<file path="src/hw/rtl/mhfa_pkg.sv">
`timescale 1ns / 1ps
package mhfa_pkg;
    localparam int HeapBytes = 1048576;
    localparam int HeapSlots = 8;
    localparam int SegSlots = 64;
    localparam int SegW = $clog2(SegSlots);
    localparam int LinkW = SegW + 1;
    localparam logic [LinkW-1:0] NilLink = LinkW'(SegSlots);

    typedef enum logic [1:0] {
        ST_OK = 2'd0,
        ST_TOO_LARGE = 2'd1,
        ST_NO_HEAP = 2'd2,
        ST_TABLE_FULL = 2'd3
    } t_status;

    typedef struct packed {
        logic        kind;
        logic [23:0] req_size;
        logic [2:0]  blk_heap;
        logic [19:0] blk_offset;
        logic [20:0] blk_size;
    } t_req;

    typedef struct packed {
        logic [1:0]  status;
        logic [2:0]  got_heap;
        logic [19:0] got_offset;
        logic [20:0] got_size;
        logic        heap_added;
        logic        heap_released;
    } t_rsp;

    typedef struct packed {
        logic [2:0]       heap;
        logic [31:0]      offset;
        logic [31:0]      length;
        logic [LinkW-1:0] link;
    } t_seg;
endpackage

</file>
<file path="src/hw/rtl/mhfa_seg_ram.sv">
`timescale 1ns / 1ps
module mhfa_seg_ram (
    input  logic                 i_clk,
    input  logic                 i_we,
    input  logic [mhfa_pkg::SegW-1:0] i_waddr,
    input  mhfa_pkg::t_seg       i_wdata,
    input  logic [mhfa_pkg::SegW-1:0] i_raddr,
    output mhfa_pkg::t_seg       o_rdata
);
    import mhfa_pkg::*;
    t_seg r_mem [SegSlots];

    always_ff @(posedge i_clk) begin
        if (i_we) begin
            r_mem[i_waddr] <= i_wdata;
        end
        o_rdata <= r_mem[i_raddr];
    end
endmodule

</file>
<file path="config.mk">
export PLATFORM = sky130hd
export DESIGN_NAME = mhfa_seg_ram
export DESIGN_NICKNAME = d
export VERILOG_FILES = /design/src/hw/rtl/mhfa_pkg.sv /design/src/hw/rtl/mhfa_seg_ram.sv
export SDC_FILE = /design/constraint.sdc
export NUM_CORES = 2
export LEC_CHECK = 0
export ABC_CLOCK_PERIOD_IN_PS = 7700
export BUFFER_PORTS_ARGS = -buffer_cell sky130_fd_sc_hd__buf_2
export CAP_MARGIN = 20
export CORE_MARGIN = 2
export CORE_UTILIZATION = 45
export DETAILED_ROUTE_END_ITERATION = 7
export GPL_ROUTABILITY_DRIVEN = 0
export PLACE_DENSITY = 0.57
export SLEW_MARGIN = 20
export SYNTH_ARGS = -nofsm -noshare
export SYNTH_HDL_FRONTEND = slang
export SYNTH_MEMORY_MAX_BITS = 65536
export SYNTH_SLANG_ARGS = --single-unit
</file>
<file path="constraint.sdc">
create_clock -name i_clk -period 7.7 [get_ports i_clk]
set_clock_uncertainty 0.1 [all_clocks]
set_input_delay 0.77 -clock i_clk [delete_from_list [all_inputs] [get_ports i_clk]]
set_output_delay 0.77 -clock i_clk [all_outputs]
set_load 0.005 [all_outputs]
</file>
# Word level (Yosys, flattened, before mapping)
# Memories as Yosys holds them, arrays and structs flattened. A register that Yosys moved wholly into a read port is not among the register bits.
# Index checks and enable logic that the tools add are counted.
# Widths: inputs -> output; s select.
[classes] muxes=2
[ops] operator="$mux 1" n=2
[word_totals] out_inout_bits=74 elab_cells=3 register_bits=0 in_bits=88 memories=1 mem_bits_rw=4736
[mem_list] memory="r_mem" words=64 word_bits=74 rd=1 rd_clocked_by_memory_dff=1 wr=1 line="mhfa_seg_ram.sv:11" text="t_seg r_mem [SegSlots];"

# Longest topological paths before layout
[logic_depth] depth_word=2 mapped_depth=10

# Worst setup path before layout
# OpenSTA, ideal clock, no wires.
[synth_path] path_type="in2reg" startpoint="in i_waddr[3] (netlist name)" endpoint="mem r_mem[48][0] (netlist name), enable pin" cell_stages=4 arrival_time_ps=6312 setup_ps=597 n_path_buf=1 slack_ps=691 cell_sequence="clkbuf_1 > nor2b_1 > nand4b_1 > nor3_1"
[synth_rtl] item="start: declaration" line="mhfa_seg_ram.sv:5" text="input logic [mhfa_pkg::SegW-1:0] i_waddr,"
[synth_rtl] item="end: declaration" line="mhfa_seg_ram.sv:11"
# No word-level cell before the write port.

==> results.yml <==
finish:
  fin_area_um2: 205000
  areaGrowthSynthToFinish_pct: 13.4
  nets: 8194
  multiInputGateArea_um2: 35600
  nFillCells: 30800
  drive_above_1_share: 0.294
  seq_area_um2: 144000
  mostFrequentLayoutCell: "edfxtp_1"
  final_cell_mix: "edfxtp_1, mux4_2, clkbuf_16"
synth:
  syn_area_um2: 181000
  synth_cells: 7657
  syn_area_per_cell_um2: 23.6
  synth-seq-area-share: 0.795
  synthTopCellsByArea: "edfxtp_1, mux4_2, a22oi_1"
  synth_warnings: 0
  synth.distinct_cells: 32
  synth_top_area_cell: "edfxtp_1"
  syn-num-nets: 7745
  yosysTopAreaCellShare: 0.787
  synth_seq_cells: 4810
sta:
  setup-violations-final: 0
  slew_headroom: 0.202
  worst_pin_slew_ns: 1.20
  drv_slew: 0
  final.setup.tns_ns: 0
  final.period_utilization: 0.512
  hold_viol: 0
  clock.fmax_mhz: 254
  timing.final.crit_period_ns: 3.94
  holdWs_ns: 0.00647
  rsz0062_at_grt: "no"
floorplanning:
  dieWidth_um: 638
  die_area_um2: 407000
  placementRows: 232
  die_y_um: 638
  core-area_um2: 400000
  io_pins: 162
  start_util: 0.452
worst_setup_path:
  cpPeakStageDelay_ns: 0.72
  cp_cell_sequence: "buf_8, buf_4, and2_2, buf_4, a222oi_1, a31oi_1, a21oi_1, nor3_1"
  worstPathMaxFanout: 46
  start_kind: "input port"
  required_ns: 8.47
  cpMaxStageDelayCell: "buf_4"
  rrSetupSlack_ns: 5.26
  rr_endpoint: "o_rdata[66]"
  end_kind: "flip-flop"
  crit_type: "in -> reg"
  r2r-start: "r_mem[6][66]"
  cpMostUsedCell: "buf_4"
  reg2reg_depth: 4
  worstPathArrival_ns: 4.72
min_path:
  hp-class: "in -> reg"
  worstHoldStart: "i_wdata[17]"
  holdPathStages: 1
  whs_endpoint: "r_mem[18][17]"
placement:
  placed_cell_area_um2: 189000
  dp_hpwl_mm: 260
  port_buffers: 161
global_routing:
  grt_max_degree: 118
  antenna_found_initial: 39
  gr-total-overflow: 0
  grt_pass1_vias: 88100
  groute.usage.overall: 0.251
  grt_pass1_wl_mm: 711
pwr:
  peakVddDrop_v: 0.000216
  intPower_w: 0.0429
  clockPowerShare: 0.422
  sequentialPowerShare: 0.533
  powerDensity_nw_per_um2: 267
  power.leakage_nw: 63.3
  switching_power_w: 0.0118
  p_comb_frac: 0.045
  swShare: 0.215
clock_tree:
  clkTransAtPathRegs_ns: 0.06
  clock_sinks: 4810
  cts_tree: "done"
  htreeDepth: 5
  post_cts_resized: 0
  cts_hold_buf: 0
  cts_root_buf: "clkbuf_16"
  cts_buffers: 482
  clockBufferDepth: 4
  clock_latency_ns: 1.07
  cts_setup_buffers: 0
routing:
  viasPerCell: 6.34
  drc_errors: 0
  drt-initial-drc-count: 11600
  drtPass1Iterations: 8
  ant_nets: 0
  num_vias: 87600
  wl_per_cell_um: 37.3
  wl_mm: 515
run_status:
  run_status: "finished, final reports clean"
run:
  maxCapViolations: 0
## power groups by stage
stage               combinational, W  sequential (W)  clock, W
global placement             0.00244          0.0297         0
global route                 0.00262          0.0291    0.0244
CTS                          0.00249          0.0291    0.0234
detailed placement           0.00248          0.0297         0
floorplan                    0.00138          0.0296         0
finish                       0.00247          0.0291    0.0231
## critical path: cells and delay by family
kind,cells,cell delay (ns)
AND/OR/NAND/NOR,2,0.80
buffers and inverters,3,1.80
AO/OA/AOI/OAI,3,1.16
## how the worst max path moves through the flow
stage / startpoint / depth (start not counted) / end / slack (ns)
after global routing: i_raddr[1] / 8 / o_rdata[72] / 3.75
after CTS: i_raddr[1] / 8 / o_rdata[72] / 3.86
after global placement: i_raddr[1] / 8 / o_rdata[72] / 2.77
after floorplan: i_waddr[3] / 4 / r_mem[48][0] / 0.69
final: i_raddr[1] / 8 / o_rdata[72] / 3.76
after detailed placement: i_raddr[1] / 8 / o_rdata[72] / 2.78
## cell families (layout without fill, tap and decap cells)
kind of cell,count (synthesis),after routing,synth area share
DFF,4810,4810,0.795
muxes,1391,1391,0.162
AOI/OAI and AO/OA,594,594,0.0217
and+or+nand+nor,431,431,0.0103
buffers and inverters,431,1300,0.0112
other,0,31,0
## layer usage
layer,routed length [um],track usage,vias up
li1,-,-,33900
met1,207000,0.354,48600
met2,253000,0.410,4297
met3,41300,0.0388,749
met4,14500,0.0692,4
met5,27,0,-
## Yosys cell counts (all sizes together)
cell type and n:
edfxtp 4736, mux4 1211, buf 249, a22oi 224, nand2 183, clkbuf 181, a21oi 177, mux2 132
o22ai 99, nor2 94, dfxtp 74, nor3 68, nand3 53, mux2i 48, a222oi 33, a31oi 33
nor2b 13, o21ai 10, a31o 9, o32ai 9, nand2b 5, nand3b 4, and2 3, nand4 2
or2 2, or3b 2, inv 1, nand4b 1, or3 1
## stage by stage
| step | instances | utilization | setup slack, ns | power (W) |
|---|---|---|---|---|
| 6_report | 13800 | 0.513 | 3.76 | 0.0547 |
| 5_1_grt | 13800 | 0.513 | 3.75 | 0.0562 |
| 4_1_cts | 13800 | 0.512 | 3.86 | 0.0550 |
| 3_5_place_dp | 12900 | 0.473 | 2.78 | 0.0322 |
| 3_3_place_gp | 12900 | 0.473 | 2.77 | 0.0321 |
| 2_1_floorplan | 7657 | - | 0.691 | 0.0310 |
## area by class of cell
cell class / count / area share
antenna: 31 / 0.000378
clock inverter: 263 / 0.0129
tap: 5265 / 0.0321
inverter: 1 / 0.0000549
clock buffer: 641 / 0.0631
timing repair buffer: 395 / 0.0170
sequential: 4810 / 0.701
multi-input combinational: 2416 / 0.174
## flip-flops by register name, indices dropped and copies added (netlist names)
register	flops
r_mem	4736
o_rdata	74
(Power assumes the default switching activity.)
